===== config.mk =====
export PLATFORM = sky130hd
export DESIGN_NAME = lssp_div_cell
export DESIGN_NICKNAME = d
export VERILOG_FILES = /design/src/hdl/lssp_pkg.sv /design/src/hdl/lssp_div_cell.sv
export SDC_FILE = /design/constraint.sdc
export NUM_CORES = 1
export LEC_CHECK = 0
export ABC_AREA = 1
export ABC_CLOCK_PERIOD_IN_PS = 4400
export BUFFER_PORTS_ARGS = -buffer_cell sky130_fd_sc_hd__clkbuf_2
export CORE_AREA = 2 2 299 301
export DETAILED_ROUTE_END_ITERATION = 7
export DIE_AREA = 0 0 301 303
export PLACE_DENSITY = 0.36
export SYNTH_ARGS = -nofsm -noshare
export SYNTH_HDL_FRONTEND = slang
export SYNTH_SLANG_ARGS = --single-unit
export TNS_END_PERCENT = 10

===== constraint.sdc =====
create_clock -name i_clk -period 4.4 [get_ports i_clk]
set_clock_uncertainty 0.05 [all_clocks]
set_input_delay 0.44 -clock i_clk [delete_from_list [all_inputs] [get_ports i_clk]]
set_output_delay 0.44 -clock i_clk [all_outputs]
set_load 0.02 [all_outputs]

===== src/hdl/lssp_pkg.sv =====
// Shared types and constants for the line/segment split point pipeline.
// No dependencies; imported by every module of the block.
`default_nettype none

package lssp_pkg;

    localparam int FRAC_BITS_DEF = 16;

    // Coordinate and intermediate widths (all signed unless noted)
    localparam int COORD_W = 32;
    localparam int DIFF_W  = COORD_W + 1;        // p2 - p1, p1 - origin
    localparam int PDEN_W  = COORD_W + DIFF_W;   // dir * e
    localparam int PNUM_W  = 2 * DIFF_W;         // (p1 - o) * e, e * e
    localparam int DEN_W   = PDEN_W + 1;
    localparam int NUM_W   = PNUM_W + 1;
    localparam int DOT_W   = PNUM_W + 1;
    localparam int DMAG_W  = 64;                 // |den| < 2^64, unsigned
    localparam int NMAG_W  = 65;                 // |num| < 2^65, unsigned

    // Quotient bits resolved by the divider chain: QUOT_BASE + FRAC_BITS.
    // Larger quotients clamp; the point saturates the same way.
    localparam int QUOT_BASE = 34;

    localparam logic signed [COORD_W-1:0] COORD_MAX   = 32'sh7fff_ffff;
    localparam logic signed [COORD_W-1:0] COORD_MIN   = 32'sh8000_0000;
    localparam logic signed [COORD_W-1:0] DIR_X_RESET = 32'sh0001_0000;

    // Configuration register indexes
    localparam logic [1:0] CFG_ORIGIN_X = 2'd0;
    localparam logic [1:0] CFG_ORIGIN_Y = 2'd1;
    localparam logic [1:0] CFG_DIR_X    = 2'd2;
    localparam logic [1:0] CFG_DIR_Y    = 2'd3;

    typedef struct packed {
        logic signed [COORD_W-1:0] ox;
        logic signed [COORD_W-1:0] oy;
        logic signed [COORD_W-1:0] dx;
        logic signed [COORD_W-1:0] dy;
    } t_line;

    // Per-transaction sideband that travels with the pipeline
    typedef struct packed {
        logic                      vld;
        logic                      par;   // zero denominator
        logic                      tneg;  // quotient sign
        logic                      ovf;   // quotient beyond divider range
        logic signed [COORD_W-1:0] p1x;
        logic signed [COORD_W-1:0] p1y;
        logic signed [DIFF_W-1:0]  ex;
        logic signed [DIFF_W-1:0]  ey;
        logic signed [DOT_W-1:0]   ee;
    } t_side;

endpackage

`default_nettype wire


===== src/hdl/lssp_div_cell.sv =====
// One restoring-division cell: resolves one quotient bit and passes on.
// Depends on lssp_pkg.
`default_nettype none

module lssp_div_cell #(
    parameter int FRAC_BITS = lssp_pkg::FRAC_BITS_DEF
) (
    input  logic                                         i_clk,
    input  logic                                         i_rst_n,
    input  lssp_pkg::t_side                              i_side,
    input  logic [lssp_pkg::DMAG_W-1:0]                  i_rem,
    input  logic [lssp_pkg::DMAG_W-1:0]                  i_den,
    input  logic [lssp_pkg::QUOT_BASE+FRAC_BITS-1:0]     i_nq,
    output lssp_pkg::t_side                              o_side,
    output logic [lssp_pkg::DMAG_W-1:0]                  o_rem,
    output logic [lssp_pkg::DMAG_W-1:0]                  o_den,
    output logic [lssp_pkg::QUOT_BASE+FRAC_BITS-1:0]     o_nq
);
    import lssp_pkg::*;

    localparam int QB = QUOT_BASE + FRAC_BITS;

    t_side             r_side;
    logic [DMAG_W-1:0] r_rem, r_den;
    logic [QB-1:0]     r_nq;

    logic [DMAG_W:0]   w_trial;
    logic [DMAG_W+1:0] w_diff;
    logic              w_ge;

    // nq holds the unread numerator bits on top and quotient bits below
    always_comb begin
        w_trial = {i_rem, i_nq[QB-1]};
        w_diff  = {1'b0, w_trial} - {2'b00, i_den};
        w_ge    = !w_diff[DMAG_W+1];
    end

    always_ff @(posedge i_clk) begin
        if (!i_rst_n) begin
            r_side <= '0;
        end else begin
            r_side <= i_side;
        end
    end

    always_ff @(posedge i_clk) begin
        r_rem <= w_ge ? w_diff[DMAG_W-1:0] : w_trial[DMAG_W-1:0];
        r_den <= i_den;
        r_nq  <= {i_nq[QB-2:0], w_ge};
    end

    assign o_side = r_side;
    assign o_rem  = r_rem;
    assign o_den  = r_den;
    assign o_nq   = r_nq;

endmodule

`default_nettype wire


==> run_results.csv, run 1 <==
group,metric,value,unit
clocking,ctsResizeCount,0,
synthesis,ys.flop_type,"dfxtp_1",
floorplan,rows,109,
route,wirelength,91950,µm
synthesis,synthCells,2359,
critical_path,crit_end,"o_rem[4]",
synthesis,netlist_area,16320,µm²
global_routing,antenna_found_initial,13,
timing,hold_violations,0,
floorplan,die_w,301,µm
critical_path,crit_top_cell,"nand2_1",
clocking,max-clock-path-buffers,3,
floorplan,initial_core_util,0.1856,
placed_design,gp_congestion,0.8879,
critical_path,required,4910,ps
critical_path,arrival,3600,ps
synthesis,synth_edf_count,0,
timing,final.setup.worst_slack,1302,ps
critical_path,cp_slowest_stage_delay,550,ps
timing,setup-tns-final,0,ps
clocking,cts-root-buf,"clkbuf_16",
route,postRouteAntennaNets,0,
synthesis,synthDistinctLibCells,35,
final_layout,fin_cells,4694,
route,viasPerCell,3.806,
clocking,cts.sinks,379,
timing,fin_crit,3098,ps
timing,tightest_slew,717.3,ps
clocking,cts_tree,"yes",
timing,finalSetupViolCount,0,
clocking,clkTransAtPathRegs,60,ps
critical_path,cp_cell_sequence,"dlygate4sd3_1, clkbuf_2, inv_1, ha_1, nand2_1, inv_1, nand2_1, nand2_1, inv_1, nand2_1, nand2_1, nand2_1, inv_1, nand2_2, nand2_4, buf_4, nand3_1, nand2_1",
final_layout,nets,3926,
final_layout,multi_input_area,6321,µm²
floorplan,die_area,91200,µm²
synthesis,synthesis.nets,2805,
route,via_count,17860,
critical_path,crit_fanout,44,
global_routing,first_global_vias,18240,
synthesis,ys_async_sr_fraction,0,
placed_design,post-place-ws,1195,ps
clocking,h-tree-depth,2,
placed_design,port_buffers,759,
synthesis,synth_seq_area_share,0.4648,
route,post_drt_wl_per_cell,19.59,µm
power_and_ir_drop,peakVddDrop,0.2960,mV
critical_path,startpoint,"i_den[24]",
placed_design,place_area,21450,µm²
clocking,postCtsSetupRepairBufs,0,
worst_hold_path,hold_path_class,"in -> reg",
power_and_ir_drop,powerDensity,388.3,nW/µm²
run_status,status,"complete, no violations",
synthesis,synth_seq_cells,379,
critical_path,start_kind,"input port",
critical_path,cp_slowest_cell,"dlygate4sd3_1",
run,cap_viol_max_count,0,
timing,relSlewSlack,0.5218,
route,dr.pass1.iters,4,
clocking,numCtsBuffers,49,
global_routing,grt_start_max_net_pins,86,
synthesis,syn_area_per_cell,6.920,µm²
route,drc,0,
placed_design,dp_hpwl,77140,µm
timing,fin_hold_ws,27.98,ps
global_routing,grt_util_all_layers,0.1937,
critical_path,critPathKind,"in -> reg",
critical_path,cp-end-kind,"register",
final_layout,nFillCells,9972,
floorplan,core,87970,µm²
global_routing,grt_pass1_wl,127300,µm
timing,timing.final.max_slew_violations,0,
synthesis,yosysWarnings,0,
floorplan,die_h,303,µm
final_layout,layout-drive-gt1-share,0.2518,
timing,fmax,322.8,MHz
final_layout,synthToLayoutAreaGrowth,63.09,%
placed_design,dpl.cell_count,4247,
power_and_ir_drop,p_leak,15.76,nW
timing,fin_crit_sh,0.7040,
timing,rsz0062_at_grt,"no",
global_routing,grt.overflow.total,0,
final_layout,seqCellArea,7587,µm²
floorplan,io_pins,760,
route,drt_iter0_drc,880,
final_layout,final_area,26620,µm²
cells in the final DEF, fill, tap and decap left out, types with 4 or more instances in the layout:
cell type / count
nand2_1: 889
clkbuf_2: 758
inv_1: 575
dfxtp_1: 379
dlygate4sd3_1: 347
nand3_1: 136
nor2_1: 107
ha_1: 64
clkbuf_16: 49
a21oi_1: 44
xor2_1: 30
nand4_1: 15
clkbuf_8: 12
nand3_2: 11
clkbuf_1: 11
diode_2: 10
nor2_2: 9
inv_2: 9
nor3_1: 9
nand3b_1: 8
clkinv_2: 7
nand2_2: 5
nor4_1: 5
o21ai_0: 4
bufinv_16: 4
stage by stage:
stage	power [W]	util
after floorplan	0.005009	-
after global placement	0.006003	0.2438
after detailed placement	0.005994	0.2438
after CTS	0.01056	0.3024
after global routing	0.01088	0.3025
final	0.01034	0.3026
logic make-up (layout without fill, tap and decap cells):
family	count (synthesis)	in the layout	share of synthesized area
buffers and inverters	627	1787	0.1479
adder cells (fa/ha/maj)	65	65	0.05028
XOR/XNOR	31	31	0.01663
AO/OA/AOI/OAI	51	51	0.01602
AND/OR/NAND/NOR	1206	1206	0.3043
flip-flops	379	379	0.4648
other	0	10	0
power breakdown:
group | switching [W] | leakage [nW] | internal, W
sequential | 0.0000819 | 3.18 | 0.00371
combinational | 0.00151 | 11.8 | 0.000838
clock | 0.00170 | 0.814 | 0.00250
total | 0.00329 | 15.8 | 0.00704
routing by layer:
layer	vias to the layer above	track usage	routed length (µm)	part of all wire
met5	-	0	37	0.00040
met4	6	0.06112	2907	0.032
met3	104	0.04074	5246	0.057
met2	533	0.3612	47210	0.51
met1	8100	0.2188	36550	0.40
li1	9121	-	-	-
state kept, by name, summed over array words and instances, names as in the netlist:
signal,flops
o_side,201
o_nq,50
o_rem,64
o_den,64
how the worst min path moves through the flow:
stage | startpoint | endpoint | depth (start not counted)
5_1_grt | i_rem[41] | o_rem[42] | 3
2_1_floorplan | i_den[0] | o_den[0] | 0
3_5_place_dp | i_nq[42] | o_nq[43] | 1
6_report | i_side[98] | o_side[98] | 3
3_3_place_gp | i_nq[18] | o_nq[19] | 1
4_1_cts | i_rem[3] | o_rem[4] | 3
synth_stat cells (2+ instances only):
master / count / area share
nand3_2: 11 / 0.0067
buf_2: 9 / 0.0028
nand4_1: 15 / 0.0057
a21oi_1: 44 / 0.013
o21ai_0: 4 / 0.0012
and3_1: 2 / 0.00077
ha_1: 64 / 0.049
nand2_4: 2 / 0.0014
nand2_1: 889 / 0.20
xor2_1: 30 / 0.016
dfxtp_1: 379 / 0.46
inv_2: 9 / 0.0021
and2_1: 3 / 0.0011
nor3_1: 9 / 0.0028
clkbuf_1: 28 / 0.0064
nand3b_1: 8 / 0.0037
nor2_1: 107 / 0.025
inv_1: 575 / 0.13
nand3_1: 136 / 0.042
nand2_2: 5 / 0.0019
nor2_2: 9 / 0.0034
nor2_4: 2 / 0.0014
buf_6: 3 / 0.0021
nor4_1: 5 / 0.0019
what timing repair did:
| action | CTS | global route |
|---|---|---|
| hold buffers | 347 | 0 |
| endpoints found under the setup margin | 0 | 0 |
| hold endpoints to repair | 347 | 0 |
worst max-delay path, delay by kind of cell:
| kind | cells | cell delay [ps] |
|---|---|---|
| adder cells (fa/ha/maj) | 1 | 370 |
| buffers and inverters | 7 | 1550 |
| AND/OR/NAND/NOR | 10 | 1160 |
area by class of cell:
class                      count  area share
clock inverter                18    0.009071
clock buffer                  72     0.05381
sequential                   379      0.2850
timing repair buffer        1112      0.2765
antenna                       10   0.0009400
tap                         1165     0.05475
inverter                     585     0.08248
multi-input combinational   1353      0.2374
Note: power is estimated with default switching activity, not from simulation.
==> inputs of run 2 (changes only) <==
ABC_CLOCK_PERIOD_IN_PS = 3000   (was 4400)
clock period = 3 ns   (was 4.4 ns; I/O delays follow)
==> run 2 against run 1 <==
  * Utilization rose by 0.60 points
  * Sequential share of layout area down 0.56 points
  * Highest routed layer unchanged
  * Global-route usage up 0.14 points
  * Largest cell class is now non-clock buffers
  * Critical endpoint is now o_rem[62]
==> run_results.csv, run 2 (same netlist as run 1, synthesis figures left out) <==
group,metric,value,unit
route,post_drt_wl_per_cell,19.44,µm
timing,fmax,360.1,MHz
timing,setup-tns-final,0,ps
clocking,clkTransAtPathRegs,70,ps
final_layout,multi_input_area,6321,µm²
timing,fin_crit_sh,0.9256,
route,via_count,17980,
global_routing,grt_util_all_layers,0.1952,
final_layout,final_area,27150,µm²
route,wirelength,92290,µm
timing,final.setup.worst_slack,223.2,ps
critical_path,cp_slowest_stage_delay,540,ps
global_routing,grt_start_max_net_pins,67,
timing,finalSetupViolCount,0,
clocking,ctsResizeCount,0,
critical_path,arrival,3290,ps
worst_hold_path,min_path_cells,3,
critical_path,cp-end-kind,"register",
global_routing,grt.overflow.total,0,
global_routing,grt_pass1_wl,128700,µm
power_and_ir_drop,peakVddDrop,0.3764,mV
timing,rsz0062_at_grt,"no",
floorplan,die_area,91200,µm²
power_and_ir_drop,powerDensity,563.8,nW/µm²
clocking,cts-root-buf,"clkbuf_16",
critical_path,startpoint,"i_rem[5]",
floorplan,rows,109,
clocking,cts.sinks,379,
clocking,cts_tree,"yes",
critical_path,cp_cell_sequence,"dlygate4sd3_1, clkbuf_2, ha_1, nand2_1, nand2_1, nand2_1, nand2_1, inv_2, nand3_2, nand2_1, nand2_2, nand2_2, nand2_2, nand2_4, buf_4, nand3_1, nand2_1",
clocking,postCtsSetupRepairBufs,0,
run_status,status,"complete, no violations",
final_layout,nets,3988,
floorplan,io_pins,760,
timing,fin_crit,2777,ps
timing,timing.final.max_slew_violations,0,
placed_design,gp_congestion,0.8969,
final_layout,mostFrequentLayoutCells,"nand2_1 (889), clkbuf_2 (758), inv_1 (575), dfxtp_1 (379), dlygate4sd3_1 (378)",
placed_design,port_buffers,759,
timing,fin_hold_ws,78.64,ps
worst_hold_path,holdPathEnd,"o_side[145]",
power_and_ir_drop,p_leak,16.04,nW
timing,hold_violations,0,
clocking,h-tree-depth,2,
floorplan,core,87970,µm²
final_layout,layout_commonest_cell,"nand2_1",
timing,tightest_slew,554.9,ps
run,cap_viol_max_count,0,
final_layout,synthToLayoutAreaGrowth,66.34,%
critical_path,crit_fanout,41,
critical_path,critPathKind,"in -> reg",
floorplan,die_w,301,µm
route,viasPerCell,3.787,
critical_path,required,3520,ps
final_layout,post-route-util,0.3087,
critical_path,path_delay_family,"simple AND/OR/NAND/NOR gates",
critical_path,path_buf_inv,4,
route,drc,0,
clocking,numCtsBuffers,49,
placed_design,post-place-ws,123.9,ps
placed_design,place_area,21690,µm²
critical_path,cp_slowest_cell,"dlygate4sd3_1",
route,dr.pass1.iters,5,
global_routing,antenna_found_initial,8,
placed_design,dp_hpwl,77770,µm
clocking,ctsHoldBuffers,378,
route,postRouteAntennaNets,0,
clocking,max-clock-path-buffers,3,
final_layout,seqCellArea,7587,µm²
final_layout,nFillCells,9833,
critical_path,crit_top_cell,"nand2_1",
global_routing,first_global_vias,18340,
worst_hold_path,min_from,"i_rst_n",
worst_hold_path,hold_path_class,"in -> reg",
timing,relSlewSlack,0.6301,
final_layout,layout-drive-gt1-share,0.2550,
floorplan,initial_core_util,0.1856,
final_layout,largest_register_ffs,201,
floorplan,die_h,303,µm
critical_path,start_kind,"input port",
route,drt_iter0_drc,846,
-- run 2: changes by cell type in the layout (fill, tap and decap cells not counted) --
cell           change
bufinv_16          +2
clkbuf_16          +1
clkinv_2           -3
buf_4             +30
dlygate4sd3_1     +31
clkbuf_8           -6
buf_12             +1
clkinv_16          -1
inv_16             +1
diode_2            -4
clkinvlp_4         +1
-- run 2: final cells by class --
class	instances	area share
Antenna cell	6	0.0005530
Clock buffer	67	0.05064
Clock inverter	18	0.01046
Inverter	585	0.08087
Multi-Input combinational cell	1353	0.2328
Sequential cell	379	0.2794
Tap cell	1165	0.05368
Timing Repair Buffer	1174	0.2916
-- run 2: layer usage --
metal  part of all wire  global-route usage  vias up
met5            0.00036                   0        -
met4              0.029             0.05496        6
met3              0.053             0.03759      108
met2               0.52              0.3687      540
met1               0.40              0.2211     8094
li1                   -                   -     9231
-- run 2: worst max path at each step --
stage / depth (start not counted) / slack, ps / end
CTS: 17 / 240 / o_rem[62]
detailed placement: 17 / 120 / o_rem[62]
global route: 18 / 70 / o_rem[62]
global placement: 17 / 90 / o_rem[62]
floorplan: 14 / 990 / o_rem[55]
finish: 17 / 220 / o_rem[62]
-- run 2: tightest hold or removal path, cell delays in order --
cell,delay (ps)
buf_6,220
nand2_1,110
inv_1,30
-- run 2: power breakdown --
| group | switching [W] | internal (W) |
|---|---|---|
| Sequential | 0.000118 | 0.00544 |
| Combinational | 0.00226 | 0.00130 |
| Clock | 0.00247 | 0.00372 |
-- run 2: per-stage QoR --
stage	power, W	instances
floorplan	0.007347	2359
global placement	0.008877	4278
detailed placement	0.008862	4278
CTS	0.01568	4741
global route	0.01611	4745
finish	0.01531	4747
